<file path="src/rtl/core/ccc_pkg.sv">
package ccc_pkg;

  localparam int unsigned QUEUE_DEPTH = 4;
  localparam int unsigned CFG_IDX_W = 2;
  localparam int unsigned CFG_DATA_W = 4;

  localparam logic [CFG_IDX_W-1:0] REG_DIRECTION = 2'd0;
  localparam logic [CFG_IDX_W-1:0] REG_KEPT_BITS = 2'd1;

  localparam logic [3:0] KEPT_BITS_RESET = 4'd7;

  typedef enum logic [1:0] {
    ST_OK      = 2'd0,
    ST_INVALID = 2'd1,
    ST_PARTIAL = 2'd2
  } status_e;

  typedef enum logic [1:0] {
    KIND_INVALID = 2'd0,
    KIND_COMP    = 2'd1,
    KIND_DECOMP  = 2'd2
  } kind_e;

  typedef struct packed {
    kind_e      kind;
    logic [3:0] k;
    logic [7:0] data;
    logic       last;
  } entry_t;

  typedef struct packed {
    logic clear;
  } ctrl_t;

endpackage

</file>
<file path="src/rtl/core/ccc_fifo.sv">
module ccc_fifo #(
  parameter int unsigned Width = 8,
  parameter int unsigned Depth = 4
) (
  input  logic             clk_i,
  input  logic             rst_ni,
  input  logic             push_valid_i,
  output logic             push_ready_o,
  input  logic [Width-1:0] push_data_i,
  output logic             pop_valid_o,
  input  logic             pop_ready_i,
  output logic [Width-1:0] pop_data_o
);

  localparam int unsigned PtrW = (Depth > 1) ? $clog2(Depth) : 1;
  localparam int unsigned CntW = $clog2(Depth + 1);
  localparam logic [PtrW-1:0] LastPtr = PtrW'(Depth - 1);
  localparam logic [CntW-1:0] FullCnt = CntW'(Depth);

  logic [Width-1:0] mem_q [Depth];
  logic [PtrW-1:0]  wr_ptr_q, wr_ptr_d, rd_ptr_q, rd_ptr_d;
  logic [CntW-1:0]  cnt_q, cnt_d;
  logic             push, pop;

  assign push_ready_o = (cnt_q != FullCnt);
  assign pop_valid_o  = (cnt_q != '0);
  assign pop_data_o   = mem_q[rd_ptr_q];
  assign push         = push_valid_i && push_ready_o;
  assign pop          = pop_valid_o && pop_ready_i;

  always_comb begin
    wr_ptr_d = wr_ptr_q;
    rd_ptr_d = rd_ptr_q;
    cnt_d    = cnt_q;
    if (push) begin
      wr_ptr_d = (wr_ptr_q == LastPtr) ? '0 : wr_ptr_q + 1'b1;
    end
    if (pop) begin
      rd_ptr_d = (rd_ptr_q == LastPtr) ? '0 : rd_ptr_q + 1'b1;
    end
    if (push && !pop) begin
      cnt_d = cnt_q + 1'b1;
    end else if (pop && !push) begin
      cnt_d = cnt_q - 1'b1;
    end
  end

  always_ff @(posedge clk_i or negedge rst_ni) begin
    if (!rst_ni) begin
      wr_ptr_q <= '0;
      rd_ptr_q <= '0;
      cnt_q    <= '0;
    end else begin
      wr_ptr_q <= wr_ptr_d;
      rd_ptr_q <= rd_ptr_d;
      cnt_q    <= cnt_d;
    end
  end

  always_ff @(posedge clk_i) begin
    if (push) begin
      mem_q[wr_ptr_q] <= push_data_i;
    end
  end

endmodule

</file>
<file path="src/rtl/core/ccc_front.sv">
module ccc_front
  import ccc_pkg::*;
(
  input  logic                  clk_i,
  input  logic                  rst_ni,
  input  logic                  cfg_we_i,
  input  logic [CFG_IDX_W-1:0]  cfg_idx_i,
  input  logic [CFG_DATA_W-1:0] cfg_wdata_i,
  input  logic [7:0]            in_byte_i,
  input  logic                  last_in_i,
  output entry_t                entry_o,
  output ctrl_t                 ctrl_o
);

  logic       dir_q, dir_d;
  logic [3:0] kept_q, kept_d;
  logic       clear;

  always_comb begin
    dir_d  = dir_q;
    kept_d = kept_q;
    clear  = 1'b0;
    if (cfg_we_i) begin
      case (cfg_idx_i)
        REG_DIRECTION: begin
          dir_d = cfg_wdata_i[0];
          clear = 1'b1;
        end
        REG_KEPT_BITS: begin
          kept_d = cfg_wdata_i;
          clear  = 1'b1;
        end
        default: begin
          clear = 1'b0;
        end
      endcase
    end
  end

  always_ff @(posedge clk_i or negedge rst_ni) begin
    if (!rst_ni) begin
      dir_q  <= 1'b0;
      kept_q <= KEPT_BITS_RESET;
    end else begin
      dir_q  <= dir_d;
      kept_q <= kept_d;
    end
  end

  assign ctrl_o.clear = clear;

  always_comb begin
    entry_o.k    = kept_q;
    entry_o.last = last_in_i;
    if (!(kept_q inside {4'd7, 4'd4, 4'd3})) begin
      entry_o.kind = KIND_INVALID;
      entry_o.data = '0;
    end else if (dir_q) begin
      entry_o.kind = KIND_DECOMP;
      entry_o.data = in_byte_i;
    end else begin
      entry_o.kind = KIND_COMP;
      entry_o.data = in_byte_i >> (4'd8 - kept_q);
    end
  end

endmodule

</file>
<file path="src/rtl/core/ccc_back.sv">
module ccc_back
  import ccc_pkg::*;
(
  input  logic       clk_i,
  input  logic       rst_ni,
  input  ctrl_t      ctrl_i,
  input  logic       head_valid_i,
  output logic       head_ready_o,
  input  entry_t     head_i,
  output logic       out_valid_o,
  input  logic       out_ready_i,
  output logic [7:0] out_byte_o,
  output logic       out_last_o,
  output logic [1:0] status_o
);

  logic        busy_q, busy_d;
  logic [14:0] acc_q, acc_d;
  logic [3:0]  cnt_q, cnt_d;
  logic [1:0]  n_q, n_d;
  logic        last_q;
  kind_e       kind_q;
  logic [3:0]  k_q;

  logic        out_valid_q, out_valid_d;
  logic [7:0]  out_byte_q;
  logic        out_last_q;
  status_e     status_q;

  logic [14:0] a, a2, na;
  logic [3:0]  c, c2, nc, k, step;
  logic [1:0]  n, n2, nn;
  logic        l;
  kind_e       kind;
  logic        active, can, more, emit, done, clr, slot_ok, go, load_out;
  logic [7:0]  field8, coef, ob;
  logic        ol;
  status_e     os;

  assign head_ready_o = !busy_q;
  assign active       = busy_q || head_valid_i;
  assign slot_ok      = !out_valid_q || out_ready_i;

  always_comb begin
    if (busy_q) begin
      a    = acc_q;
      c    = cnt_q;
      n    = n_q;
      l    = last_q;
      kind = kind_q;
      k    = k_q;
    end else begin
      n    = '0;
      l    = head_i.last;
      kind = head_i.kind;
      k    = head_i.k;
      if (head_i.kind == KIND_INVALID) begin
        a = acc_q;
        c = cnt_q;
      end else begin
        a = acc_q | (15'(head_i.data) << cnt_q);
        c = cnt_q + ((head_i.kind == KIND_DECOMP) ? 4'd8 : head_i.k);
      end
    end
  end

  always_comb begin
    step   = (kind == KIND_DECOMP) ? k : 4'd8;
    can    = (kind == KIND_COMP) ? ((c >= 4'd8) && (n == 2'd0))
                                 : ((c >= k) && (n != 2'd3));
    a2     = a >> step;
    c2     = c - step;
    n2     = n + 2'd1;
    more   = (kind == KIND_DECOMP) && (c2 >= k) && (n2 != 2'd3);
    field8 = a[7:0] & ((8'd1 << k) - 8'd1);
    coef   = (field8 << (4'd8 - k)) | (8'd1 << (4'd7 - k));
  end

  always_comb begin
    emit = 1'b0;
    done = 1'b0;
    clr  = 1'b0;
    ob   = '0;
    ol   = 1'b0;
    os   = ST_OK;
    na   = a;
    nc   = c;
    nn   = n;
    case (kind)
      KIND_INVALID: begin
        emit = 1'b1;
        os   = ST_INVALID;
        ol   = l;
        done = 1'b1;
      end
      default: begin
        if (can) begin
          emit = 1'b1;
          ob   = (kind == KIND_DECOMP) ? coef : a[7:0];
          na   = a2;
          nc   = c2;
          nn   = n2;
          if (!more) begin
            if (!l) begin
              done = 1'b1;
            end else if (c2 == 4'd0) begin
              done = 1'b1;
              clr  = 1'b1;
              ol   = 1'b1;
            end
          end
        end else if (l && (c != 4'd0)) begin
          emit = 1'b1;
          os   = ST_PARTIAL;
          ol   = 1'b1;
          done = 1'b1;
          clr  = 1'b1;
        end else begin
          done = 1'b1;
          clr  = l;
        end
      end
    endcase
  end

  assign go       = active && (!emit || slot_ok);
  assign load_out = go && emit;

  always_comb begin
    busy_d = busy_q;
    acc_d  = acc_q;
    cnt_d  = cnt_q;
    n_d    = n;
    if (ctrl_i.clear) begin
      busy_d = 1'b0;
      acc_d  = '0;
      cnt_d  = '0;
    end else if (active) begin
      if (!go) begin
        busy_d = 1'b1;
        acc_d  = a;
        cnt_d  = c;
      end else if (done) begin
        busy_d = 1'b0;
        acc_d  = clr ? '0 : na;
        cnt_d  = clr ? '0 : nc;
      end else begin
        busy_d = 1'b1;
        acc_d  = na;
        cnt_d  = nc;
        n_d    = nn;
      end
    end
  end

  always_comb begin
    out_valid_d = out_valid_q;
    if (load_out) begin
      out_valid_d = 1'b1;
    end else if (out_ready_i) begin
      out_valid_d = 1'b0;
    end
  end

  always_ff @(posedge clk_i or negedge rst_ni) begin
    if (!rst_ni) begin
      busy_q      <= 1'b0;
      acc_q       <= '0;
      cnt_q       <= '0;
      out_valid_q <= 1'b0;
    end else begin
      busy_q      <= busy_d;
      acc_q       <= acc_d;
      cnt_q       <= cnt_d;
      out_valid_q <= out_valid_d;
    end
  end

  always_ff @(posedge clk_i) begin
    n_q    <= n_d;
    last_q <= l;
    kind_q <= kind;
    k_q    <= k;
    if (load_out) begin
      out_byte_q <= ob;
      out_last_q <= ol;
      status_q   <= os;
    end
  end

  assign out_valid_o = out_valid_q;
  assign out_byte_o  = out_byte_q;
  assign out_last_o  = out_last_q;
  assign status_o    = status_q;

  a_cnt_range: assert property (@(posedge clk_i) disable iff (!rst_ni)
    cnt_q != 4'd15)
    else $error("bit count out of range");

  a_err_zero: assert property (@(posedge clk_i) disable iff (!rst_ni)
    out_valid_q && (status_q != ST_OK) |-> out_byte_q == 8'd0)
    else $error("non-ok result carries data");

  a_partial_last: assert property (@(posedge clk_i) disable iff (!rst_ni)
    out_valid_q && (status_q == ST_PARTIAL) |-> out_last_q)
    else $error("partial-group result not marked last");

  a_clear: assert property (@(posedge clk_i) disable iff (!rst_ni)
    ctrl_i.clear |=> (cnt_q == 4'd0) && !busy_q)
    else $error("register write did not clear the accumulator");

endmodule

</file>
<file path="src/rtl/core/coefficient_compress_codec_top.sv">
// With the back end idle, an accepted request is written into the queue, and its first result
// is then loaded from the queue head into the result register.
// Throughput: at most one result per cycle while the output is not stalled; a compress request
// yields at most one result, a decompress request one per restored coefficient (up to three),
// plus a partial-group result at the end of a vector; a four-entry queue absorbs the stalls.
// Reset (rst_ni low, asynchronous) sets direction 0, kept_bits 7 and empties all state.
module coefficient_compress_codec_top
  import ccc_pkg::*;
#(
  parameter int unsigned QueueDepth = QUEUE_DEPTH
) (
  input  logic                  clk_i,
  input  logic                  rst_ni,
  input  logic                  cfg_we_i,
  input  logic [CFG_IDX_W-1:0]  cfg_idx_i,
  input  logic [CFG_DATA_W-1:0] cfg_wdata_i,
  input  logic                  in_valid_i,
  output logic                  in_ready_o,
  input  logic [7:0]            in_byte_i,
  input  logic                  last_in_i,
  output logic                  out_valid_o,
  input  logic                  out_ready_i,
  output logic [7:0]            out_byte_o,
  output logic                  out_last_o,
  output logic [1:0]            status_o
);

  entry_t front_entry, head_entry;
  ctrl_t  ctrl;
  logic   head_valid, head_ready;

  ccc_front u_front (
    .clk_i       (clk_i),
    .rst_ni      (rst_ni),
    .cfg_we_i    (cfg_we_i),
    .cfg_idx_i   (cfg_idx_i),
    .cfg_wdata_i (cfg_wdata_i),
    .in_byte_i   (in_byte_i),
    .last_in_i   (last_in_i),
    .entry_o     (front_entry),
    .ctrl_o      (ctrl)
  );

  ccc_fifo #(
    .Width ($bits(entry_t)),
    .Depth (QueueDepth)
  ) u_fifo (
    .clk_i        (clk_i),
    .rst_ni       (rst_ni),
    .push_valid_i (in_valid_i),
    .push_ready_o (in_ready_o),
    .push_data_i  (front_entry),
    .pop_valid_o  (head_valid),
    .pop_ready_i  (head_ready),
    .pop_data_o   (head_entry)
  );

  ccc_back u_back (
    .clk_i        (clk_i),
    .rst_ni       (rst_ni),
    .ctrl_i       (ctrl),
    .head_valid_i (head_valid),
    .head_ready_o (head_ready),
    .head_i       (head_entry),
    .out_valid_o  (out_valid_o),
    .out_ready_i  (out_ready_i),
    .out_byte_o   (out_byte_o),
    .out_last_o   (out_last_o),
    .status_o     (status_o)
  );

endmodule
</file>
<file path="config.mk">
export PLATFORM = sky130hd
export DESIGN_NAME = coefficient_compress_codec_top
export DESIGN_NICKNAME = d
export VERILOG_FILES = /design/src/rtl/core/ccc_pkg.sv /design/src/rtl/core/ccc_fifo.sv /design/src/rtl/core/ccc_front.sv /design/src/rtl/core/ccc_back.sv /design/src/rtl/core/coefficient_compress_codec_top.sv
export SDC_FILE = /design/constraint.sdc
export NUM_CORES = 1
export LEC_CHECK = 0
export BUFFER_PORTS_ARGS = -buffer_cell sky130_fd_sc_hd__buf_2
export CORE_AREA = 4 4 150 94
export DETAILED_ROUTE_END_ITERATION = 6
export DIE_AREA = 0 0 154 98
export GPL_ROUTABILITY_DRIVEN = 0
export GPL_TIMING_DRIVEN = 0
export PLACE_DENSITY = 0.81
export SLEW_MARGIN = 5
export SYNTH_ARGS = -nofsm -noshare
export SYNTH_HDL_FRONTEND = slang
export SYNTH_SLANG_ARGS = --single-unit
</file>
<file path="constraint.sdc">
create_clock -name clk_i -period 6.25 [get_ports clk_i]
set_clock_uncertainty 0.1 [all_clocks]
set_input_delay 0.9375 -clock clk_i [delete_from_list [all_inputs] [get_ports clk_i]]
set_output_delay 0.9375 -clock clk_i [all_outputs]
set_load 0.03 [all_outputs]
</file>
# Yosys cells after proc, flatten, opt, wreduce, memory -nomap -nowiden

Memories as Yosys holds them, arrays and structs flattened.
Cells that the tools add are included.
Widths: inputs -> output; s select.

Output and inout bits: 13
Bits of input ports: 20
Logic and storage cells: 156
Bits in registers: 53
Memories: 1
Memory bits (writable): 60

Bitwise operators: 4
Equal/unequal tests: 12
Add/sub/neg operators: 11
Shifts and indexed selects: 6
Reductions and logical operators: 35
Muxes and demuxes: 67
Order comparisons: 3

Memory list:

| name         | depth | width | rd ports | clocked after Yosys merged registers in | write ports | RTL line       | text |
|---|---|---|---|---|---|---|---|
| u_fifo.mem_q | 4     | 15    | 1        | 0                                       | 1           | ccc_fifo.sv:20 | `logic [Width-1:0] mem_q [Depth];` |

Operator list:

| cell                | number |
|---|---|
| $mux 15             | 9 |
| $mux 4              | 12 |
| $mux 1              | 28 |
| $mux 2              | 13 |
| $mux 8              | 3 |
| $shl 1x4->8 const A | 2 |
| $or 15x15->15       | 1 |
| $shl 8x4->15        | 1 |
| $shr 15x4->15       | 1 |
| $logic_and 1x1->1   | 11 |
| $and 8x8->8         | 1 |
| $eq 2x2->1 const B  | 4 |
| $eq 4x3->1 const B  | 2 |
| $ge 4x4->1          | 2 |
| $logic_not 2->1     | 4 |
| $or 8x8->8          | 1 |
| $shl 8x4->8         | 1 |
| $shr 8x4->8         | 1 |
| $sub 4x4->4 const A | 2 |
| $sub 8x1->8 const B | 1 |
| $add 2x1->2 const B | 3 |
| $mux 3              | 2 |
| $reduce_bool 2->1   | 3 |
| $reduce_bool 3->1   | 2 |
| 17 further kinds    | 28 |

# Logic depth before layout (Yosys ltp)

Gate-level depths: netlist (run 1).
An unclocked memory read counts as a cell.

Word-level depth: 18
Mapped depth: 25
Depth with buffers taken out: 22

# Cells and area by module

A second synthesis (run 1) with hierarchy kept.

Cell total of the unflattened synthesis: 753
Area, all modules: 7,946.4 um^2

By module, submodules not included:

| module    | seq. area each (um^2) | area each (um^2) | times used | cells an instance |
|---|---|---|---|---|
| ccc_back  | 1,036.0               | 4,677.0          | 1          | 571 |
| ccc_fifo  | 1,976.9               | 2,656.3          | 1          | 116 |
| ccc_front | 128.9                 | 613.1            | 1          | 66 |

# Least setup slack after synthesis (run 1)

No wires, ideal clock.

Path type: register to register
Start: reg u_fifo.rd_ptr_q[0]
End: reg u_back.cnt_q[0]
Required time: 6.028 ns
Period minus slack after synthesis: 5.281 ns
Setup time: 0.122 ns
Setup slack: 0.969 ns
Cell stages (with the launch flop): 24
Arrival time: 5.059 ns
Buffers on the path: 2
Path through: dfrtp_1 > buf_6 > mux4_2 > nand2b_1 > and2_1 > ha_1 > fa_1 > mux2i_1 > inv_1 > ha_1 > a21o_1 > a21oi_1 > xor2_2 > xnor2_1 > ha_1 > a21oi_1 > o21ai_0 > a31oi_1 > nand2_1 > o221ai_2 > nand3b_4 > nor2b_4 > buf_6 > a32o_1

Word-level cells in the longest chain between the ends: 18
Elaborated cells between the ends (all ways): 49
Those cells by class: add/sub (2); order compare (3); eq/ne (3); mux (28); reduce/logical (12); memory (1)

RTL lines:

| element                                              | RTL line                        | text |
|---|---|---|
| start: declaration                                   | ccc_fifo.sv:21                  | `logic [PtrW-1:0] wr_ptr_q, wr_ptr_d, rd_ptr_q, rd_ptr_d;` |
| start signal: assignment                             | ccc_fifo.sv:55                  | `rd_ptr_q <= rd_ptr_d;` |
| $mem_v2 4x15 *                                       | --                              |  |
| $eq 2x2->1                                           | ccc_back.sv:62                  | `c = cnt_q + ((head_i.kind == KIND_DECOMP) ? 4'd8 : head_i.k);` |
| $mux 4                                               | ccc_back.sv:62                  |  |
| $add 4x4->4                                          | ccc_back.sv:62                  |  |
| $mux 4                                               | ccc_back.sv:57                  | `if (head_i.kind == KIND_INVALID) begin` |
| $mux 4                                               | ccc_back.sv:45                  | `if (busy_q) begin` |
| $sub 4x4->4                                          | ccc_back.sv:72                  | `c2 = c - step;` |
| $ge 4x4->1 / $logic_not 4->1 (equally long branches) | ccc_back.sv:74, ccc_back.sv:106 |  |
| [... 2 more ...]                                     | --                              |  |
| $mux 1                                               | ccc_back.sv:103                 | `if (!more) begin` |
| $mux 1                                               | ccc_back.sv:97                  | `if (can) begin` |
| $mux 1                                               | ccc_back.sv:89                  | `case (kind)` |
| $mux 4                                               | ccc_back.sv:146                 | `cnt_d = clr ? '0 : nc;` |
| $mux 4                                               | ccc_back.sv:143                 | `end else if (done) begin` |
| $mux 4 *                                             | ccc_back.sv:139                 | `if (!go) begin` |
| $mux 4 *                                             | ccc_back.sv:138                 | `end else if (active) begin` |
| $mux 4 *                                             | ccc_back.sv:134                 | `if (ctrl_i.clear) begin` |
| end signal: assignment                               | ccc_back.sv:174                 | `cnt_q <= cnt_d;` |
| end: declaration                                     | ccc_back.sv:19                  | `logic [3:0] cnt_q, cnt_d;` |

Mark *: on every way between the ends. The rest lies on a longest branch, timed or not. The select of a mux whose other input is x is not followed.
A chain may end at the register's enable or synchronous reset.

# Final worst setup path (run 1)

Start: reg u_fifo.rd_ptr_q[0]
End: reg u_back.acc_q[10]

Word-level cells in the longest chain between the ends: 18
Elaborated cells between the ends (all ways): 54
Those cells by class: add/sub (2); order compare (3); eq/ne (3); shift (2); mux (30); bitwise (1); reduce/logical (12); memory (1)

RTL lines:

| element                                              | RTL line                        | text |
|---|---|---|
| $mem_v2 4x15 *                                       | --                              |  |
| $eq 2x2->1                                           | ccc_back.sv:62                  |  |
| $mux 4                                               | ccc_back.sv:62                  |  |
| $add 4x4->4                                          | ccc_back.sv:62                  |  |
| $mux 4                                               | ccc_back.sv:57                  |  |
| $mux 4                                               | ccc_back.sv:45                  |  |
| $sub 4x4->4                                          | ccc_back.sv:72                  |  |
| $ge 4x4->1 / $logic_not 4->1 (equally long branches) | ccc_back.sv:74, ccc_back.sv:106 |  |
| [... 2 more ...]                                     | --                              |  |
| $mux 1                                               | ccc_back.sv:103                 |  |
| $mux 1                                               | ccc_back.sv:97                  |  |
| $mux 1                                               | ccc_back.sv:89                  |  |
| $mux 15                                              | ccc_back.sv:145                 | `acc_d = clr ? '0 : na;` |
| $mux 15                                              | ccc_back.sv:143                 |  |
| $mux 15 *                                            | ccc_back.sv:139                 |  |
| $mux 15 *                                            | ccc_back.sv:138                 |  |
| $mux 15 *                                            | ccc_back.sv:134                 |  |
| end signal: assignment                               | ccc_back.sv:168                 | `acc_q <= '0;` |
| end signal: assignment                               | ccc_back.sv:173                 | `acc_q <= acc_d;` |
| end: declaration                                     | ccc_back.sv:18                  | `logic [14:0] acc_q, acc_d;` |

Marks and branches as above.

==> results of run 1 <==
-- through the flow --
step / utilization, % / instance area (um2)
finish: 70.50 / 8949
floorplan: - / 7939
detailed placement: 65.49 / 8312
global route: 70.50 / 8949
global placement: 65.49 / 8312
CTS: 69.91 / 8874
-- registers in the layout (all words and copies together), names as in the netlist, 3 cells and up --
register / flops
u_fifo.mem_q: 60
u_fifo.cnt_q: 3
u_back.acc_q: 15
u_front.kept_q: 4
u_back.out_byte_o: 8
u_back.k_q: 4
u_back.cnt_q: 4
-- metal layers --
layer  wire length, um  vias up
li1                  -     3018
met1              9873     3379
met2              9970      639
met3              3517       95
met4               608        0
met5                 0        -
-- worst max-delay path by stage --
| stage | cells after the start | end | from |
|---|---|---|---|
| 5_1_grt | 24 | u_back.acc_q[10] | u_fifo.rd_ptr_q[0] |
| 2_1_floorplan | 23 | u_back.cnt_q[0] | u_fifo.rd_ptr_q[0] |
| 4_1_cts | 23 | u_back.acc_q[10] | u_fifo.rd_ptr_q[0] |
| 3_5_place_dp | 23 | u_back.acc_q[10] | u_fifo.rd_ptr_q[0] |
| 6_report | 24 | u_back.acc_q[10] | u_fifo.rd_ptr_q[0] |
| 3_3_place_gp | 23 | u_back.acc_q[10] | u_fifo.rd_ptr_q[0] |
-- synthesized netlist by cell type (12+ instances only) --
master	number	area [um2]
ha_1	32	400.4
a21oi_1	38	190.2
nand2b_1	21	131.4
dfrtp_1	30	750.7
mux2i_1	29	290.3
mux2_2	25	281.5
o21ai_0	34	170.2
nor2_1	72	270.3
clkbuf_1	12	45.04
a31oi_1	12	75.07
nor3_1	16	80.08
mux4_2	19	427.9
inv_1	27	101.4
edfxtp_1	71	2132
nand2_1	67	251.5
-- worst max-delay path: stages (launching register included) --
cell	delay [ns]
dfrtp_1	0.38
buf_6	0.17
mux4_2	0.60
nand2b_1	0.21
and2_1	0.19
ha_1	0.21
fa_1	0.50
mux2i_4	0.21
inv_1	0.09
ha_1	0.30
a21o_1	0.19
a21oi_2	0.21
xor2_2	0.24
xnor2_1	0.18
ha_1	0.28
a21oi_1	0.15
o21ai_0	0.16
a31oi_1	0.24
nand2_1	0.12
o221ai_4	0.25
nand3b_4	0.18
nor2b_4	0.18
buf_6	0.15
o21ai_1	0.14
a32oi_1	0.11
-- area by class of cell --
class                   instances  area [um2]  share of cell area [%]
plain buffers                  36       207.7                   2.321
clock buffers                  17       425.4                   4.754
clock inverters                15       136.4                   1.524
inverters                      33       123.9                   1.384
multi-input cells             578        4511                   50.41
flip-flops and latches        113        3142                   35.11
well taps                     170       212.7                   2.377
repair buffers                 36       190.2                   2.125
-- kinds of logic after synthesis --
kind of cell / count (synthesis) / share of synthesized area [%]
xor gates and xnor gates: 12 / 1.418
adders and majority gates: 35 / 5.800
buffers and inverters: 69 / 4.176
DFF: 113 / 39.57
muxes: 83 / 14.52
and+or+nand+nor: 243 / 15.52
AOI/OAI and AO/OA: 205 / 18.99
-- repair_timing --
item                       CTS  global route
setup buffers                0             4
gates resized for setup      0             6
setup endpoints to repair    0            19
hold buffers                 0             0
==> reports/metrics.csv, run 1 <==
metric,value,unit
die_width,154,um
place_ws,0.3315,ns
clkSinkCount,113,
final_common_cell,nor2_1,
worst_skew_pair.late_latency,0.42,ns
rows,32,
hold_viol,0,
dp_cells,962,
hold_depth,1,
diodes,0,
area_delta_synth_final,12.72,%
grt_pass1_vias,6787,
initial_core_util,62.55,%
cts_tree,done,
period_minus_slack,5.916,ns
r2r-start,u_fifo.rd_ptr_q[0],
r2r-end,u_back.acc_q[10],
core_area,12690,um2
fin_ws,0.3343,ns
met1_usage,46.24,%
synth.avg_cell_area,10.45,um2
synth_fp_nets,815,
fin_crit_sh,94.65,%
critical_path_class,flop to flop,
htree_levels,4,
num_vias,7131,
pin_count,33,
setup_tns,0,ns
cap_violations,0,
reg2regPathDepth,24,
final_layout_size_suffix_gt1_share,22.58,%
drt_wl_total,23.97,mm
slew_headroom,30.36,%
die_area,15090,um2
netlist_area,7939,um2
hpwlAfterDp,17.15,mm
postRouteAntennaNets,0,
setup_violations,0,
fmax,169.0,MHz
critPathArrivalTime,6.07,ns
mostFrequentLayoutCells,"nor2_1, edfxtp_1, nand2_1",
grt_start_max_net_pins,34,
timing.hold.ws,0.4129,ns
final_cells,998,
synth.distinct_cells,103,
die_y,98,um
worstHoldEndpoint,u_back.acc_q[4],
yosysWarnings,0,
required,6.40,ns
ff2ff_setup_slack,0.33,ns
grt_pass1_wl,37.17,mm
avgViaCountPerCell,7.145,
numPortBuffers,32,
end_kind,flop,
ys_ff_latch,113,
fillers,856,
grt_util_all_layers,31.41,%
ys_seq_area_share,39.57,%
layout.nets,870,
antenna_found_initial,0,
grt_overflow_total,0,
drt_pre_antenna_iters,6,
synth_edf_count,71,
drt_iter0_markers,1085,
yosys_most_used_dff,edfxtp_1,
drc,0,
clkTransAtPathRegs,0.06,ns
hold_class,flop to flop,
status,"complete, no violations",
grtUsageMet3,10.50,%
clockBufferDepth,2,
tightest_slew,1.040,ns
cts_root_buf,clkbuf_16,
hp-start,u_back.acc_q[4],
numCtsBuffers,17,
async_reset_ff_share,29.20,%
path_max_fanout,10,
final_max_slew_viol_count,0,
grt_use_met2,45.04,%
syn_inst,760,
wl_per_cell,24.02,um
top_usage_layer,met1,
start_kind,flop,
Power of run 1 is not shown: default switching activity piles up to over one toggle a cycle in this logic, so the estimate is an artifact.
==> run 2: changes to the inputs <==
- CTS_BUF_LIST: unset -> sky130_fd_sc_hd__clkbuf_16
- SLEW_MARGIN: 5 -> 20
==> reports/metrics.csv, run 2 (same netlist as run 1, synthesis figures left out) <==
metric,value,unit,change
hold_viol,0,,unchanged
cap_violations,0,,unchanged
grt_start_max_net_pins,34,,unchanged
num_vias,7046,,"was 7,131"
start_kind,flop,,unchanged
antenna_found_initial,0,,unchanged
final_common_cell,nor2_1,,unchanged
period_minus_slack,5.972,ns,was 5.916 ns
setup_tns,0,ns,unchanged
final_cells,994,,was 998
largest_reg_flops,60,,unchanged
clkTransAtPathRegs,0.05,ns,was 0.06 ns
worstPathCellList,"buf_6, buf_2, mux4_2, mux2i_2, inv_1, nand2_1, buf_2, ha_1, a21o_1, a21oi_2, xor2_2, xnor2_1, ha_1, a21oi_1, o21ai_0, a31oi_1, nand2_1, o221ai_2, nand3b_4, nor2b_4, buf_6, o21ai_1, a32oi_1",,"was buf_6, mux4_2, nand2b_1, and2_1, ha_1, fa_1, mux2i_4, inv_1, ha_1, a21o_1, a21oi_2, xor2_2, xnor2_1, ha_1, a21oi_1, o21ai_0, a31oi_1, nand2_1, o221ai_4, nand3b_4, nor2b_4, buf_6, o21ai_1, a32oi_1"
setup_violations,0,,unchanged
drc,0,,unchanged
path_max_fanout,10,,unchanged
final_max_slew_viol_count,0,,unchanged
numPortBuffers,32,,unchanged
die_y,98,um,unchanged
cpMaxStageDelayCell,mux4_2,,unchanged
worst_skew_pair.late_latency,0.43,ns,was 0.42 ns
grt_pass1_vias,6846,,"was 6,787"
timing.hold.ws,0.4171,ns,was 0.4129 ns
avgViaCountPerCell,7.089,,was 7.145
cts_root_buf,clkbuf_16,,unchanged
critical_path_class,flop to flop,,unchanged
clockBufferDepth,2,,unchanged
fmax,167.5,MHz,was 169.0 MHz
top_register,u_fifo.mem_q,,unchanged
required,6.42,ns,was 6.40 ns
final_layout_size_suffix_gt1_share,21.84,%,was 22.58%
drt_pre_antenna_iters,7,,was 6
drt_wl_total,23.67,mm,was 23.97 mm
clkSinkCount,113,,unchanged
die_area,15090,um2,unchanged
rsz0062_at_grt,false,,
critPathArrivalTime,6.14,ns,was 6.07 ns
postRouteAntennaNets,0,,unchanged
dp_cells,962,,unchanged
cts_tree,done,,unchanged
grt_overflow_total,0,,unchanged
tightest_slew,1.038,ns,was 1.040 ns
end_kind,flop,,unchanged
cp.buffers_inverters,5,,was 3
htree_levels,4,,unchanged
status,"complete, no violations",,unchanged
core_area,12690,um2,unchanged
path_delay_family,compound AO/OA/AOI/OAI gates,,unchanged
rows,32,,unchanged
pin_count,33,,unchanged
grt_pass1_wl,37.74,mm,was 37.17 mm
numCtsBuffers,17,,unchanged
die_width,154,um,unchanged
layout.nets,866,,was 870
initial_core_util,62.55,%,unchanged
diodes,0,,unchanged
wl_per_cell,23.81,um,was 24.02 um
mostFrequentLayoutCells,"nor2_1, edfxtp_1, nand2_1",,unchanged
grt_util_all_layers,31.82,%,was 31.41%
slew_headroom,30.50,%,was 30.36%
drt_iter0_markers,1047,,"was 1,085"
area_delta_synth_final,12.21,%,was 12.72%
fin_crit_sh,95.55,%,was 94.65%
hold_class,flop to flop,,unchanged
hpwlAfterDp,17.18,mm,was 17.15 mm
max_stage_delay,0.57,ns,was 0.60 ns
## run 2: cell types whose count changed in the layout (fill, tap and decap cells not counted), sizes merged
cell,delta
bufinv,+2
buf,-4
inv,-6
clkinv,+1
clkinvlp,+3
## run 2: layout make-up
| type | instances | area, um2 |
|---|---|---|
| sequential | 113 | 3142 |
| timing repair buffer | 32 | 160.2 |
| multi-input combinational | 578 | 4491 |
| inverter | 33 | 123.9 |
| fill | 877 | 3784 |
| clock buffer | 17 | 425.4 |
| tap | 170 | 212.7 |
| buffer | 36 | 207.7 |
| clock inverter | 15 | 146.4 |
## run 2: worst paths after layout
path | cells after the start | startpoint | slack [ns] | to
worst max-delay path | 23 | u_fifo.rd_ptr_q[0] | 0.28 | u_back.acc_q[10]
worst min-delay path | 1 | u_back.acc_q[4] | 0.42 | u_back.acc_q[4]
worst max register to register | 23 | u_fifo.rd_ptr_q[0] | 0.28 | u_back.acc_q[10]
worst min register to register | 1 | u_back.acc_q[4] | 0.42 | u_back.acc_q[4]
max in group asynchronous | 1 | rst_ni | 4.99 | u_back.acc_q[2]
min in group asynchronous | 1 | rst_ni | 0.52 | u_back.acc_q[12]
## run 2: worst register-to-register path, stage by stage, from the launching register on
cell and delay (ns):
dfrtp_1 0.37, buf_6 0.17, buf_2 0.30, mux4_2 0.57, mux2i_2 0.52, inv_1 0.32
nand2_1 0.14, buf_2 0.26, ha_1 0.28, a21o_1 0.19, a21oi_2 0.22, xor2_2 0.24
xnor2_1 0.17, ha_1 0.28, a21oi_1 0.14, o21ai_0 0.14, a31oi_1 0.24, nand2_1 0.10
o221ai_2 0.28, nand3b_4 0.17, nor2b_4 0.18, buf_6 0.15, o21ai_1 0.19, a32oi_1 0.10
## run 2: timing repair
item,in CTS,in global routing
endpoints found under the setup margin,0,15
resized for setup,0,4
buffers inserted,0,0
hold buffers,0,0
## run 2: per-layer routing
layer | track usage [%] | share of wire [%]
met5 | 0 | 0
met4 | 9.973 | 2.5
met3 | 12.27 | 15
met2 | 44.87 | 42
met1 | 45.54 | 41
## run 2: metrics by stage
| step | area, um2 | setup WS [ns] | utilization (%) |
|---|---|---|---|
| 2_1_floorplan | 7939 | 0.9690 | - |
| 3_3_place_gp | 8312 | 0.3645 | 65.49 |
| 3_5_place_dp | 8317 | 0.3447 | 65.53 |
| 4_1_cts | 8889 | 0.2306 | 70.03 |
| 5_1_grt | 8909 | 0.003800 | 70.19 |
| 6_report | 8909 | 0.2782 | 70.19 |
Power of run 2 is left out for the same reason.
==> run 3: changes to the inputs <==
- PLACE_DENSITY: 0.81 -> unset
- PLACE_DENSITY_LB_ADDON: unset -> 0.05
- REMOVE_ABC_BUFFERS: unset -> 1
==> reports/metrics.csv, run 3 (same netlist as run 1, synthesis figures left out) <==
metric,value,unit,change
worst_skew_pair.late_latency,0.42,ns,was 0.43 ns
cts_tree,done,,unchanged
antenna_found_initial,0,,unchanged
met1_usage,43.20,%,was 45.54%
cts_root_buf,clkbuf_16,,unchanged
hpwlAfterDp,15.26,mm,was 17.18 mm
setup_violations,0,,unchanged
wl_per_cell,22.24,um,was 23.81 um
critPathArrivalTime,6.08,ns,was 6.14 ns
grtUsageMet3,8.592,%,was 12.27%
grt_pass1_wl,33.23,mm,was 37.74 mm
postCtsHoldBufs,0,,unchanged
hold_viol,0,,unchanged
status,"complete, no violations",,unchanged
fmax,169.9,MHz,was 167.5 MHz
final_max_slew_viol_count,0,,unchanged
clkTransAtPathRegs,0.06,ns,was 0.05 ns
pin_count,33,,unchanged
timing.hold.ws,0.4189,ns,was 0.4171 ns
slew_headroom,32.22,%,was 30.50%
numPortBuffers,32,,unchanged
fin_util,69.23,%,was 70.19%
drt_iter0_markers,805,,"was 1,047"
core_area,12690,um2,unchanged
die_width,154,um,unchanged
die_y,98,um,unchanged
largest_reg_flops,60,,unchanged
mostFrequentLayoutCells,"nor2_1, edfxtp_1, nand2_1",,unchanged
drt_pre_antenna_iters,6,,was 7
grt_pass1_vias,6077,,"was 6,846"
period_minus_slack,5.887,ns,was 5.972 ns
final_layout_size_suffix_gt1_share,21.28,%,was 21.84%
drc,0,,unchanged
drt_wl_total,21.44,mm,was 23.67 mm
num_vias,6475,,"was 7,046"
required,6.45,ns,was 6.42 ns
end_kind,flop,,unchanged
htree_levels,4,,unchanged
rsz0062_at_grt,false,,unchanged
diodes,0,,unchanged
clockBufferDepth,2,,unchanged
fin_crit_sh,94.19,%,was 95.55%
cap_violations,0,,unchanged
top_usage_layer,met1,,unchanged
layout.nets,836,,was 866
grt_util_all_layers,28.10,%,was 31.82%
grt_use_met2,39.11,%,was 44.87%
top_register,u_fifo.mem_q,,unchanged
grt_start_max_net_pins,34,,unchanged
initial_core_util,62.55,%,unchanged
postRouteAntennaNets,0,,unchanged
tightest_slew,1.006,ns,was 1.038 ns
critical_path_class,flop to flop,,unchanged
setup_tns,0,ns,unchanged
rows,32,,unchanged
dp_cells,927,,was 962
fillers,873,,was 877
clkSinkCount,113,,unchanged
hold_class,flop to flop,,unchanged
start_kind,flop,,unchanged
die_area,15090,um2,unchanged
area_delta_synth_final,10.69,%,was 12.21%
avgViaCountPerCell,6.717,,was 7.089
path_max_fanout,19,,was 10
grt_overflow_total,0,,unchanged
final_cells,964,,was 994
numCtsBuffers,17,,unchanged
[run 3: changes by cell type in the layout (fill, tap and decap cells not counted), sizes merged]
cell | previous run | this run
inv | 36 | 40
clkbuf | 29 | 17
clkinvlp | 4 | 1
buf | 56 | 38
clkinv | 6 | 5
[run 3: metal layers]
layer / part of all wire (%) / up-vias
met3: 12 / 36
met2: 41 / 394
met4: 1.2 / 0
met1: 45 / 3099
met5: 0 / -
li1: - / 2946
[run 3: critical path, stage by stage, from the launching register on]
cell and delay [ns]:
dfrtp_1 0.71, or2_2 0.46, or3_4 0.41, and2_1 0.29
nor2_1 0.66, inv_2 0.23, ha_1 0.37, a21oi_1 0.26
xor2_2 0.27, xnor2_1 0.18, ha_1 0.28, a21oi_1 0.12
o21ai_0 0.12, a31oi_1 0.23, nand2_1 0.10, o221ai_2 0.28
nand3b_4 0.17, nand3_2 0.22, a21oi_1 0.07, a22o_1 0.23
[run 3: path summary, 6_finish.rpt]
kind | cells past startpoint | from | slack, ns | endpoint
worst max-delay path | 19 | u_back.busy_q | 0.36 | u_back.acc_q[4]
worst min-delay path | 1 | u_back.acc_q[11] | 0.42 | u_back.acc_q[11]
worst max register to register | 19 | u_back.busy_q | 0.36 | u_back.acc_q[4]
worst min register to register | 1 | u_back.acc_q[11] | 0.42 | u_back.acc_q[11]
max in group asynchronous | 1 | rst_ni | 4.89 | u_fifo.rd_ptr_q[1]
min in group asynchronous | 1 | rst_ni | 0.52 | u_back.acc_q[12]
[run 3: layout make-up]
class | count | area (um2) | share of cell area (%)
tap | 170 | 212.7 | 2.421
inverter | 33 | 123.9 | 1.410
multi-input combinational | 578 | 4477 | 50.95
clock inverter | 15 | 172.7 | 1.965
sequential | 113 | 3149 | 35.84
timing repair buffer | 38 | 226.5 | 2.577
clock buffer | 17 | 425.4 | 4.841
[run 3: metrics by stage]
stage	setup WS, ns	area (um2)
floorplan	0.5126	7731
CTS	0.04305	8715
global placement	-0.3845	8104
finish	0.3630	8787
global route	0.08592	8787
detailed placement	0.09969	8117
[run 3: what timing repair did]
action,in CTS,in global routing
endpoints found under the setup margin,0,19
buffers inserted,0,5
gates resized for setup,0,3
Power of run 3 is left out for the same reason.
